==> src/rtl/core/pnguf_queue.sv <==
// ----------------------------------------------------------------------------
// pnguf_queue
// short fifo between front and back
// ----------------------------------------------------------------------------
module pnguf_queue #(
	parameter int WIDTH      = 32,
	parameter int DEPTH_LOG2 = 2
) (
	input  logic             clk,
	input  logic             arst_n,
	input  logic             push,
	input  logic [WIDTH-1:0] push_data,
	input  logic             pop,
	output logic [WIDTH-1:0] head,
	output logic             empty,
	output logic             full
);

	localparam int DEPTH = 1 << DEPTH_LOG2;

	logic [WIDTH-1:0]      entry_q [DEPTH];
	logic [DEPTH_LOG2-1:0] wr_ptr_q;
	logic [DEPTH_LOG2-1:0] rd_ptr_q;
	logic [DEPTH_LOG2:0]   count_q;

	assign head  = entry_q[rd_ptr_q];
	assign empty = (count_q == '0);
	assign full  = (count_q == (DEPTH_LOG2+1)'(DEPTH));

	always_ff @(posedge clk) begin
		if (push)
			entry_q[wr_ptr_q] <= push_data;
	end

	always_ff @(posedge clk or negedge arst_n) begin
		if (!arst_n) begin
			wr_ptr_q <= '0;
			rd_ptr_q <= '0;
			count_q  <= '0;
		end else begin
			if (push)
				wr_ptr_q <= wr_ptr_q + DEPTH_LOG2'(1);
			if (pop)
				rd_ptr_q <= rd_ptr_q + DEPTH_LOG2'(1);
			if (push && !pop)
				count_q <= count_q + (DEPTH_LOG2+1)'(1);
			else if (pop && !push)
				count_q <= count_q - (DEPTH_LOG2+1)'(1);
		end
	end

endmodule

==> config.mk <==
export PLATFORM = sky130hd
export DESIGN_NAME = pnguf_queue
export DESIGN_NICKNAME = d
export VERILOG_FILES = /design/src/rtl/core/pnguf_queue.sv
export SDC_FILE = /design/constraint.sdc
export NUM_CORES = 1
export LEC_CHECK = 0
export BUFFER_PORTS_ARGS = -buffer_cell sky130_fd_sc_hd__buf_2
export CORE_MARGIN = 4
export CORE_UTILIZATION = 40
export DETAILED_ROUTE_END_ITERATION = 16
export RECOVER_POWER = 50
export SLEW_MARGIN = 25
export SYNTH_ARGS = -nofsm -noshare
export SYNTH_HDL_FRONTEND = slang
export SYNTH_SLANG_ARGS = --single-unit
export TNS_END_PERCENT = 100
==> constraint.sdc <==
create_clock -name clk -period 3.4 [get_ports clk]
set_clock_uncertainty 0.05 [all_clocks]
set_input_delay 0.51 -clock clk [delete_from_list [all_inputs] [get_ports clk]]
set_output_delay 0.51 -clock clk [all_outputs]
set_load 0.02 [all_outputs]
**Word level (Yosys, flattened, before mapping)**

Memories as Yosys holds them, arrays and structs flattened.
Index checks and enable logic that the tools add are counted.

- Bits in registers: 7
- Memory bits (writable): 128
- Input port bits: 36
- Output and inout bits: 34
- Logic and storage cells: 19
- Memories: 1

- Add/subtract/negate cells: 4
- Eq/ne operators: 1
- Multiplexer cells: 4
- Reductions and logical operators: 6

Memories:

| name | depth | width | read ports | clocked after memory_dff | wr ports | line | text |
|---|---|---|---|---|---|---|---|
| entry_q | 4 | 32 | 1 | 0 | 1 | 21 | `logic [WIDTH-1:0] entry_q [DEPTH];` |

Operator list:

| kind | number |
|---|---|
| 3-bit two-way mux | 2 |
| 2-bit by 1-bit adder with 2-bit output, second input constant | 2 |
| 3-bit by 1-bit adder with 3-bit output, second input constant | 1 |
| 3-bit equality test, second input constant | 1 |
| 3-bit logical NOT | 1 |
| 3-bit by 1-bit subtractor with 3-bit output, second input constant | 1 |
| 1-bit logical AND | 2 |
| 1-bit logical NOT | 2 |
| 1-bit two-way mux | 2 |
| 2-bit nonzero test | 1 |

**Logic depth before layout (Yosys ltp)**

- Depth after elaboration: 4
- Mapped depth: 7
- Mapped depth without buffers: 7

**Least setup slack after synthesis**

OpenSTA, ideal clock, no wires.

- Path type: register -> register
- From: register wr_ptr_q[0]
- To: memory entry_q[2][0], enable pin
- Arrival: 1405 ps
- Required time: 2958 ps
- Path slack: 1553 ps
- Stages on the path, launching flop included: 4
- Buffers on the path: 0
- Path through: dfrtp_1 inv_1 ha_1 and2_1

RTL lines:

| what | line | text |
|---|---|---|
| start: declaration | 22 | `logic [DEPTH_LOG2-1:0] wr_ptr_q;` |
| start signal: assignment | 42 | `wr_ptr_q <= wr_ptr_q + DEPTH_LOG2'(1);` |
| end: declaration | 21 |  |

No word-level cell before the write port.

**Final worst setup path**

- From: register rd_ptr_q[0]
- To: output port head[14]

- Cells in the longest elaborated chain, start to end: 1

RTL lines:

| what | line | text |
|---|---|---|
| start: declaration | 23 | `logic [DEPTH_LOG2-1:0] rd_ptr_q;` |
| start signal: assignment | 44 | `rd_ptr_q <= rd_ptr_q + DEPTH_LOG2'(1);` |
| memory 4 x 32 bit | -- |  |
| end: declaration | 14 | `output logic [WIDTH-1:0] head,` |

No other way between the ends.

==> summary by stage <==
Status
The final reports fail on capacitance limit, slew limit. The flow ran to the end, but the final reports show violations.

Worst setup path
On the critical path the largest part of the delay comes from flip-flops. The worst setup path is captured at an output port. The setup path with the least slack is of type reg -> out. In this design, the stage delay of the slowest critical-path cell is 0.77 ns. STA classifies the critical path startpoint as a flip-flop.

Along the worst path, the maximum fanout reaches 19. The critical path contains buffers and inverters numbering 2 combined. The slowest cell on the critical path is dfrtp_2. STA puts the critical path data arrival time at 2.30 ns. Walking the worst path, the cells encountered are buf_4 > mux4_2 > buf_2.

At the worst endpoint, the required time is 2.84 ns.

Global routing
The number of global-route vias before repair is 2532. The initial antenna violation count is 1. Entering global routing, the biggest net connects 34 pins. The total overflow reported by the global router is 0. The global-route wire length before repair is 14010 µm.

Across every metal layer, demand over resource in global routing totals 0.1353.

Synthesis
The number of distinct library cell variants in the gate-level netlist after synthesis is 20. The compound-cell area share of the yosys netlist is 0.0009891. By area, the combinational part of the netlist is dominated by multiplexers. The synthesized flop and latch total is 135. The gate count of the mapped netlist is 202. The fraction of the mapped netlist area in simple logic gates is 0.009644. The largest total area in the synthesized netlist belongs to edfxtp_1. The share of synthesized cell area in full adder, half adder and majority cells is 0.01632. The synthesized netlist occupies a cell area of 5060 µm². In this run the mean area of a mapped cell was 25.05 µm². The share of the Yosys chip area taken by registers is 0.7943. During synthesis, Yosys emitted a total of 0 warnings. In the post-synthesis netlist, the biggest area contributors are edfxtp_1 (76%), mux4_2 (12%), dfrtp_1 (3.5%). Of the post-synthesis cell area, the dominant cell type holds 0.7596. The xor and xnor fraction of the mapped netlist area is 0.01039. The number of nets in the synthesized netlist is 244. The proportion of synthesized area in mux cells is 0.1476.

Cells and area
In the final design database the tool counted 327 nets. The ratio of cells with drive above 1 in the final layout is 0.3356. Summing all multi-input logic gate instances after layout gives 939.7 µm². 0 antenna diodes ended up in the layout. The finished cells cover 6100 µm². The growth of design area from synthesis to finish is 20.55%.

The total area of sequential cells is 4021 µm². The layout has 1055 filler cells.

Clocking
After clock tree synthesis, the setup repair step added 0 buffers. The later pin in the worst-skew pair is clocked with a latency of 0.41 ns. The maximum number of buffers from clock root to sink is 2. CTS built an H-tree with a depth of 4. The number of clock sinks seen by CTS is 135.

After clock tree synthesis, the flow added hold-fix buffers numbering 1. The number of instances resized during post-cts repair is 0. The clock transition time at the flip-flop clock pins of the worst setup and hold paths is 0.05 ns. TritonCTS built the clock tree. The clock root buffer is clkbuf_16. The clock buffer count from CTS is 17.

Pwr
The share of total power dissipated in sequential elements is 0.428. Across the VDD grid, the largest voltage drop is 0.3895 mV. The internal power component is 3978 µW. The switching share of power is 0.3006.

Of the total power, the clock network draws 0.316. The combinational group share of total power is 0.256. The total power divided by cell area is 932.4 nW/µm². The analysis attributes to cell leakage a power of 0.002058 µW. For this design the total switching power over the nets is 1710 µW.

STA
The clock period minus worst slack is 2.861 ns. Setup violations remaining at the end of the flow were counted as 0. The number of max-slew violations in the final report was 33. The final hold violation count was 0. Setup repair after global routing left no endpoint under its margin.

The portion of the clock cycle consumed by the worst path in the final layout is 0.8415. The worst-margin pin slew is 1.705 ns. Measured against its own limit, the worst slew margin works out to -0.1366.

Across all setup checks in the final design, the least slack found is 0.5390 ns. The highest clock frequency the design can meet is 349.5 MHz. The aggregate negative setup slack is 0 ns.

Place
The congestion estimate from routability-driven global placement came to 0.6714. Prior to clock tree synthesis, the placed netlist has a worst setup slack of 0.8880 ns. The placed cell area is 5548 µm². Input and output buffers added on the ports amount to 69. The wire-length estimate of the detail-placed layout is 5225 µm.

Job
The number of max-capacitance violations reported is 1.

Routing
After detailed routing, the number of remaining DRC violations is 0. Dividing the detail-routed wire length by the instance count gives 19.13 µm. Using the TritonRoute via totals, the vias-per-cell ratio works out to 4.897. Wires add up to 8916 µm. For this run, the detailed router's first-pass iteration total came to 4.

The number of vias after detailed routing is 2282. The number of antenna-violating nets in the routed design is 0. In this run, the number of DRC markers left after iteration 0 of detailed routing was 159.

Floorplan
The area of the die is 14510 µm². The number of placed I/O pins is 70. In this run the horizontal extent of the chip is 120.5 µm.

The standard cell core area is 12210 µm². The number of placement rows is 40. The initial utilization of the core area, before any placement, comes to 0.4143. The die extent in y is 120.5 µm.

Worst hold path
The path type of the worst min-delay path is in -> reg.
-- cells in the mapped netlist --
library cell / count
and2_1: 4
buf_12: 3
buf_2: 3
buf_6: 1
clkbuf_1: 1
dfrtp_1: 7
edfxtp_1: 128
fa_1: 1
ha_1: 5
inv_1: 4
mux2_2: 1
mux4_1: 4
mux4_2: 28
nand2_1: 2
nor2_1: 1
nor3_1: 1
nor3b_1: 1
o21ai_0: 1
xnor2_1: 2
xor2_1: 4
-- power groups by stage --
stage / registers [µW] / logic (µW) / clock network, µW
after floorplan: 2290 / 1250 / 0
after global placement: 2460 / 1490 / 0
after detailed placement: 2480 / 1500 / 0
after CTS: 2450 / 1510 / 1830
after global routing: 2490 / 1570 / 1910
final: 2430 / 1460 / 1800
-- sequential cells by signal, indices dropped and copies added (netlist names) --
register and cells:
rd_ptr_q 2, entry_q 128, count_q 3, wr_ptr_q 2
-- logic make-up (layout without fill, tap and decap cells) --
logic type / count (synthesis) / after routing
AOI/OAI and AO/OA: 1 / 1
and+or+nand+nor: 9 / 9
xor gates and xnor gates: 6 / 6
muxes: 33 / 33
DFF: 135 / 135
buffers and inverters: 12 / 108
adders and majority gates: 6 / 6
-- metrics by stage --
| step | util | total power [µW] | hold slack, ns | instances |
|---|---|---|---|---|
| after global placement | 0.4543 | 3951 | 0.3126 | 433 |
| after CTS | 0.5032 | 5787 | 0.2412 | 466 |
| after floorplan | - | 3536 | 0.1644 | 202 |
| after global routing | 0.4995 | 5969 | 0.2619 | 466 |
| after detailed placement | 0.4543 | 3983 | 0.3161 | 433 |
| final | 0.4995 | 5687 | 0.2705 | 466 |
-- final timing paths --
path / startpoint / to / slack, ns / cells past startpoint
max: rd_ptr_q[0]$_DFFE_PN0P_ / head[14] / 0.54 / 3
max in group asynchronous: arst_n / rd_ptr_q[1]$_DFFE_PN0P_ / 2.46 / 2
min in group asynchronous: arst_n / count_q[1]$_DFFE_PN0P_ / 0.50 / 2
min reg2reg: count_q[2]$_DFFE_PN0P_ / count_q[2]$_DFFE_PN0P_ / 0.44 / 1
max reg2reg: wr_ptr_q[0]$_DFFE_PN0P_ / entry_q[3][25]$_DFFE_PP_ / 1.07 / 2
min: pop / rd_ptr_q[0]$_DFFE_PN0P_ / 0.27 / 2
-- cells in the final DEF (no fill, tap or decap) --
master         netlist  final
and2_1               4      1
and2_2               0      3
buf_2                3     34
buf_4                0      2
bufinv_16            0      3
clkbuf_1             1     35
clkbuf_16            0     17
clkinv_1             0      2
clkinv_2             0      5
clkinv_4             0      1
clkinvlp_4           0      4
dfrtp_1              7      5
dfrtp_2              0      2
dlygate4sd3_1        0      1
edfxtp_1           128    128
fa_1                 1      1
ha_1                 5      5
inv_1                4      4
mux2_2               1      1
mux4_1               4      4
mux4_2              28     28
nand2_1              2      2
nor2_1               1      1
nor3_1               1      1
nor3b_1              1      1
o21ai_0              1      1
xnor2_1              2      2
xor2_1               4      4
-- worst reg2reg max path: cells and delay by family (launching register included) --
family,cells,cell delay (ns)
fa+ha+maj,1,0.17
simple gates,1,1.28
flops,1,0.42
-- final cells by class --
cell class | count | area share
multi-input cells | 55 | 0.1541
inverters | 4 | 0.002462
clock inverters | 15 | 0.02646
well taps | 168 | 0.03446
repair buffers | 72 | 0.05354
clock buffers | 17 | 0.06974
flip-flops and latches | 135 | 0.6593
-- routing by layer --
layer	GRT usage	vias to the layer above	share of wire
li1	-	1013	-
met1	0.1601	1185	0.42
met2	0.2159	66	0.50
met3	0.05847	16	0.060
met4	0.05949	2	0.018
met5	0	-	0.0013
(Power assumes the default switching activity.)
