## src/rtl/core/pnguf_pkg.sv

```systemverilog
// ----------------------------------------------------------------------------
// pnguf_pkg
// shared types and constants of the png scanline unfilter core
// ----------------------------------------------------------------------------
package pnguf_pkg;

	localparam int DATA_W         = 8;
	localparam int ROW_BYTES_W    = 14;
	localparam int BPP_W          = 3;
	localparam int CFG_DATA_W     = 14;
	localparam int CFG_INDEX_W    = 1;

	localparam logic [ROW_BYTES_W-1:0] ROW_BYTES_RESET = 14'd8192;
	localparam logic [BPP_W-1:0]       BPP_RESET       = 3'd4;

	// configuration register indexes
	typedef enum logic [CFG_INDEX_W-1:0] {
		CFG_ROW_BYTES       = 1'b0,
		CFG_BYTES_PER_PIXEL = 1'b1
	} pnguf_cfg_idx_t;

	// row filter codes, bad marks an unknown filter type byte
	typedef enum logic [2:0] {
		FLT_NONE  = 3'd0,
		FLT_SUB   = 3'd1,
		FLT_UP    = 3'd2,
		FLT_AVG   = 3'd3,
		FLT_PAETH = 3'd4,
		FLT_BAD   = 3'd5
	} pnguf_filter_t;

	// per-byte control handed from front to back
	typedef struct packed {
		pnguf_filter_t filter;
		logic          first_row;
		logic          last;
		logic          left_ok;
	} pnguf_ctl_t;

endpackage

```

## src/rtl/core/pnguf_front.sv

```systemverilog
// ----------------------------------------------------------------------------
// pnguf_front
// accepts stream bytes, tracks row position and classifies each byte
// ----------------------------------------------------------------------------
module pnguf_front #(
	parameter int MAX_ROW_BYTES   = 8192,
	parameter int MAX_PIXEL_BYTES = 4
) (
	input  logic                                 clk,
	input  logic                                 arst_n,
	input  logic                                 cfg_we,
	input  logic [pnguf_pkg::CFG_INDEX_W-1:0]    cfg_index,
	input  logic [pnguf_pkg::CFG_DATA_W-1:0]     cfg_data,
	input  logic                                 accept,
	input  logic [pnguf_pkg::DATA_W-1:0]         data_byte,
	input  logic                                 image_start,
	output logic                                 push,
	output pnguf_pkg::pnguf_ctl_t                op_ctl,
	output logic [pnguf_pkg::DATA_W-1:0]         op_data,
	output logic [$clog2(MAX_ROW_BYTES)-1:0]     op_col,
	output logic [$clog2(MAX_PIXEL_BYTES)-1:0]   op_idx
);

	localparam int CW = $clog2(MAX_ROW_BYTES);
	localparam int LW = CW + 1;
	localparam int PW = $clog2(MAX_PIXEL_BYTES);

	logic [pnguf_pkg::ROW_BYTES_W-1:0] row_bytes_q;
	logic [pnguf_pkg::BPP_W-1:0]       bpp_q;
	logic [CW-1:0]                     col_q;
	pnguf_pkg::pnguf_filter_t          filter_q;
	logic                              first_row_q;
	logic                              await_q;

	logic [LW-1:0]                     len_eff;
	logic [PW:0]                       bpp_eff;
	logic                              take_filter;
	logic                              last;

	// configuration writes
	always_ff @(posedge clk or negedge arst_n) begin
		if (!arst_n) begin
			row_bytes_q <= pnguf_pkg::ROW_BYTES_RESET;
			bpp_q       <= pnguf_pkg::BPP_RESET;
		end else if (cfg_we) begin
			unique case (pnguf_pkg::pnguf_cfg_idx_t'(cfg_index))
				pnguf_pkg::CFG_ROW_BYTES:       row_bytes_q <= cfg_data[pnguf_pkg::ROW_BYTES_W-1:0];
				pnguf_pkg::CFG_BYTES_PER_PIXEL: bpp_q       <= cfg_data[pnguf_pkg::BPP_W-1:0];
				default: ;
			endcase
		end
	end

	// clamp register values to the supported range
	always_comb begin
		if (row_bytes_q == '0)
			len_eff = LW'(1);
		else if (32'(row_bytes_q) > MAX_ROW_BYTES)
			len_eff = LW'(MAX_ROW_BYTES);
		else
			len_eff = LW'(row_bytes_q);
		if (bpp_q == '0)
			bpp_eff = (PW+1)'(1);
		else if (32'(bpp_q) > MAX_PIXEL_BYTES)
			bpp_eff = (PW+1)'(MAX_PIXEL_BYTES);
		else
			bpp_eff = (PW+1)'(bpp_q);
	end

	assign take_filter = image_start || await_q;
	assign last        = (LW'(col_q) + LW'(1)) >= len_eff;
	assign push        = accept && !take_filter;

	always_comb begin
		op_ctl.filter    = filter_q;
		op_ctl.first_row = first_row_q || image_start;
		op_ctl.last      = last;
		op_ctl.left_ok   = 32'(col_q) >= 32'(bpp_eff);
		op_data          = data_byte;
		op_col           = col_q;
		op_idx           = PW'(bpp_eff - (PW+1)'(1));
	end

	// row position tracking
	always_ff @(posedge clk or negedge arst_n) begin
		if (!arst_n) begin
			col_q       <= '0;
			filter_q    <= pnguf_pkg::FLT_NONE;
			first_row_q <= 1'b1;
			await_q     <= 1'b1;
		end else if (accept) begin
			if (take_filter) begin
				if (data_byte <= 8'd4)
					filter_q <= pnguf_pkg::pnguf_filter_t'(data_byte[2:0]);
				else
					filter_q <= pnguf_pkg::FLT_BAD;
				await_q <= 1'b0;
				col_q   <= '0;
				if (image_start)
					first_row_q <= 1'b1;
			end else if (last) begin
				col_q       <= '0;
				await_q     <= 1'b1;
				first_row_q <= 1'b0;
			end else begin
				col_q <= col_q + CW'(1);
			end
		end
	end

endmodule

```

## config.mk

```make
export PLATFORM = sky130hd
export DESIGN_NAME = pnguf_front
export DESIGN_NICKNAME = d
export VERILOG_FILES = /design/src/rtl/core/pnguf_pkg.sv /design/src/rtl/core/pnguf_front.sv
export SDC_FILE = /design/constraint.sdc
export NUM_CORES = 1
export LEC_CHECK = 0
export BUFFER_PORTS_ARGS = -buffer_cell sky130_fd_sc_hd__buf_2
export CORE_MARGIN = 3
export CORE_UTILIZATION = 52
export CTS_CLUSTER_SIZE = 10
export DETAILED_ROUTE_END_ITERATION = 8
export PLACE_DENSITY = 0.86
export SLEW_MARGIN = 0
export SYNTH_ARGS = -nofsm -noshare
export SYNTH_HDL_FRONTEND = slang
export SYNTH_SLANG_ARGS = --single-unit
export TNS_END_PERCENT = 100
```

## constraint.sdc

```tcl
create_clock -name clk -period 4 [get_ports clk]
set_clock_uncertainty 0.05 [all_clocks]
set_input_delay 0.8 -clock clk [delete_from_list [all_inputs] [get_ports clk]]
set_output_delay 0.8 -clock clk [all_outputs]
set_load 0.05 [all_outputs]
```

### Yosys cells after proc, flatten, opt, wreduce, memory -nomap -nowiden

Index checks and enable logic that the tools add are counted.

| operators by class | value |
|---|---|
| add/sub/neg operators | 3 |
| order comparisons | 5 |
| equality and inequality tests | 1 |
| multiplexer cells | 12 |
| bitwise gates (word level) | 1 |
| reductions and logical operators | 12 |

Operator list:

| operator | number |
|---|---|
| 2-to-1 mux 14 bit | 2 |
| 2-to-1 mux 13 bit | 2 |
| adder 13 x 1 -> 14 bit, second input constant | 1 |
| >= comparator 14 bit | 1 |
| > comparator 14 bit, second input constant | 1 |
| logical NOT 14 bit | 1 |
| adder 13 x 1 -> 13 bit, second input constant | 1 |
| >= comparator 13 x 3 -> 1 bit | 1 |
| 2-to-1 mux 3 bit | 3 |
| <= comparator 8 x 3 -> 1 bit, second input constant | 1 |
| AND reduction 2 bit | 4 |
| 2-to-1 mux 1 bit | 5 |
| > comparator 3 bit, second input constant | 1 |
| logical NOT 3 bit | 1 |
| AND reduction 3 bit | 1 |
| logical OR 1 bit | 2 |
| inequality test 2 bit, second input constant | 1 |
| nonzero test 2 bit | 1 |
| subtractor 2 x 1 -> 2 bit, second input constant | 1 |
| logical AND 1 bit | 1 |
| logical NOT 1 bit | 1 |
| inverter 1 bit | 1 |

| word-level totals | value |
|---|---|
| flip-flop bits (word level) | 35 |
| output and inout port bits | 30 |
| logic and storage cells | 40 |

### Logic depth before layout (Yosys ltp)

| logic depth | value |
|---|---|
| depth in word-level cells | 6 |
| gate-level depth with buffers | 12 |
| depth with buffers taken out | 12 |

### Least setup slack after synthesis

Ideal clock, no wire load.

| path | value |
|---|---|
| path type | flip-flop to output port |
| start | reg col_q[1], in the netlist op_col[1] |
| end | out op_ctl[1] (netlist bit) |
| arrival | 2748 ps |
| required time | 3150 ps |
| setup slack | 402 ps |
| cell stages (with the launch flop) | 12 |
| path buffers | 1 |
| cells stage by stage | dfrtp_1 -> ha_1 -> nand3_1 -> nor2_1 -> xor2_1 -> ha_1 -> and2_0 -> a221o_1 -> a21oi_2 -> o21a_4 -> inv_1 -> buf_4 |

| on the way | value |
|---|---|
| longest elaborated chain between the ends | 2 |

Ends and longest elaborated chain:

| what | line | source |
|---|---|---|
| from (decl) | pnguf_front.sv:30 | `logic [CW-1:0] col_q;` |
| from (signal assigned) | pnguf_front.sv:106 | `col_q <= col_q + CW'(1);` |
| adder 13 x 1 -> 14 bit | pnguf_front.sv:71 | `assign last = (LW'(col_q) + LW'(1)) >= len_eff;` |
| >= comparator 14 bit | pnguf_front.sv:71 |  |
| to (decl) | pnguf_front.sv:18 | `output pnguf_pkg::pnguf_ctl_t op_ctl,` |

No other way between the ends.

==> metrics.txt <==
status complete, no violations; CTS Buffer Depth 2; Min Hold Slack 424 ps; drt first-iter violations 100; Die Y 70.0 um; GR Overflow Total 0; Post-synth EDFFs 0; vias in the first global route 1,692; syn_nets 256; pre-CTS setup slack 478 ps; CTS tree done; Design Area, Final 2480 um^2; ant diodes 0; asr flop ratio synth 1.00; fin crit share 0.955; Area Overhead vs Synth 16.3%; Post-CTS Hold Fix Bufs 0; Setup CP Type reg -> out; leakage 1.26 nW; Root Buffer clkbuf_8; critical path capture point type primary output; Main synth FF type dfrtp_1; antenna violations before repair 0; R2R depth 11; Worst Tran Pin Value 1140 ps; Post-Synthesis Cell Area 2130 um^2; fin crit period 3820 ps; reg-to-reg slack, setup 1230 ps; largest net degree at the start of global routing 36; Post-layout nets 305; share of cells above drive strength 1 0.362; Worst Hold Class reg -> reg; Yosys top cell area share 0.364; fillers 312; Synth Register Bits 35; vias 1,728; Area after DPL 2370 um^2; Final Hold Viols 0; arrival time of the worst setup path 2970 ps; cts bufs inserted 5; relative slew slack 0.237; largest area contributor in the netlist dfrtp_1; cells after synthesis 210; total power 0.000912 W; Placeable Area 3800 um^2; Initial Utilization 0.561; Synth area leaders dfrtp_1 (36%), ha_1 (11%), mux2_2 (7.9%); HPWL Detailed 3330 um; RSZ-0062 raised after global routing no; final worst slack 180 ps; clk slew on worst S/H paths 70 ps; mean post-synth cell area 10.1 um^2; first-pass GRT wire length 7610 um; WL/cell 14.2 um; Placement Rows 22; Tot GR Track Use 0.191; Placer Congestion 0.916; Critical Path Fanout Max 13; CP required 3150 ps; number of setup buffers added after CTS 0; IR drop worst, VDD 0.281 mV; Pwr Density 368 nW/um^2; Post-synth top cells dfrtp_1 (31), nand2_1 (28), ha_1 (18); Die Area 4900 um^2; max-cap viol count 0; Clock Sinks 35; Routed Antenna Nets 0; most frequent cell after synthesis dfrtp_1; Yosys warning count 0; vias per cell 5.61; Die W 70.0 um; hold depth 2; total negative slack 0 ps; Ports 58; Seq/Total Area, Yosys 0.414; worst skew pair latency 290 ps; final setup fails 0; synth unique cells 39; CP startpoint kind flop; drt pass-1 iters 5; # DRC 0; final wirelength 4370 um; Slew Viols, Final 0; PortBufs 57; Peak Freq 262 MHz; H-tree depth 2
cells by family after synthesis:
kind of cell | Yosys count | share of synthesized area
adders and majority gates | 18 | 0.106
and+or+nand+nor | 64 | 0.143
xor gates and xnor gates | 11 | 0.0452
muxes | 16 | 0.0840
buffers and inverters | 28 | 0.0717
AOI/OAI and AO/OA | 38 | 0.137
DFF | 35 | 0.414
state kept, by name (all words and copies together), names as in the netlist:
name	flops
bpp_q	3
first_row_q	1
row_bytes_q	14
filter_q	3
await_q	1
op_col	13
cell type report:
cell class	instances	area, um^2	area share
clock buffer	7	76.3	0.0308
clock inverter	1	5.00	0.00202
inverter	12	45.0	0.0182
multi-input combinational	147	1110	0.448
sequential	35	885	0.357
tap	48	60.1	0.0242
timing repair buffer	58	295	0.119
cells in the final DEF, fill, tap and decap left out, types with 5 or more instances in the layout:
master,count
nor2_1,7
a32o_1,12
o21ai_0,8
inv_1,12
nand3_1,5
clkbuf_8,5
dfrtp_1,28
xor2_1,6
nand2_1,28
a21oi_1,7
buf_2,56
ha_1,18
mux2_2,15
nand4_1,6
path summary, 6_finish.rpt:
| path | to | startpoint |
|---|---|---|
| setup reg to reg | await_q$_DFFE_PN1P_ | op_col[1]$_DFFE_PN0P_ |
| hold reg to reg | filter_q[0]$_DFFE_PN0P_ | filter_q[0]$_DFFE_PN0P_ |
| setup / recovery | op_ctl[1] | op_col[1]$_DFFE_PN0P_ |
| min in group asynchronous | row_bytes_q[9]$_DFFE_PN0P_ | arst_n |
| max in group asynchronous | op_col[0]$_DFFE_PN0P_ | arst_n |
| hold / removal | filter_q[0]$_DFFE_PN0P_ | filter_q[0]$_DFFE_PN0P_ |
critical path: stages, from the launching register on:
cell and delay (ps):
dfrtp_1 430, ha_1 240, nand3_2 160, nor2_2 170
xor2_1 230, ha_1 260, and2_0 150, a221o_1 310
a21oi_2 180, o21a_4 240, inv_1 90, clkbuf_4 220
metrics by stage:
step / cells / util
floorplan: 210 / -
global placement: 300 / 0.625
detailed placement: 300 / 0.625
CTS: 308 / 0.647
global route: 308 / 0.652
finish: 308 / 0.652
repair_timing:
action | CTS | global route
resized for setup | 0 | 7
endpoints found under the hold margin | 0 | 0
setup endpoints to repair | 0 | 1
layer usage:
layer  share of wire  wire (um)  vias to the layer above  global-route usage
met1            0.43       1870                      805               0.236
met2            0.48       2110                       64               0.319
li1                -          -                      848                   -
met4           0.021         91                        0              0.0702
met3           0.068        298                       11              0.0518
met5               0          0                        -                   0
power breakdown:
| group | switching (W) | total [W] | internal (W) |
|---|---|---|---|
| Sequential | 0.0000286 | 0.000418 | 0.000390 |
| Combinational | 0.000164 | 0.000252 | 0.0000888 |
| Clock | 0.000120 | 0.000242 | 0.000122 |
| Total | 0.000312 | 0.000912 | 0.000600 |
Note: power is estimated with default switching activity, not from simulation.
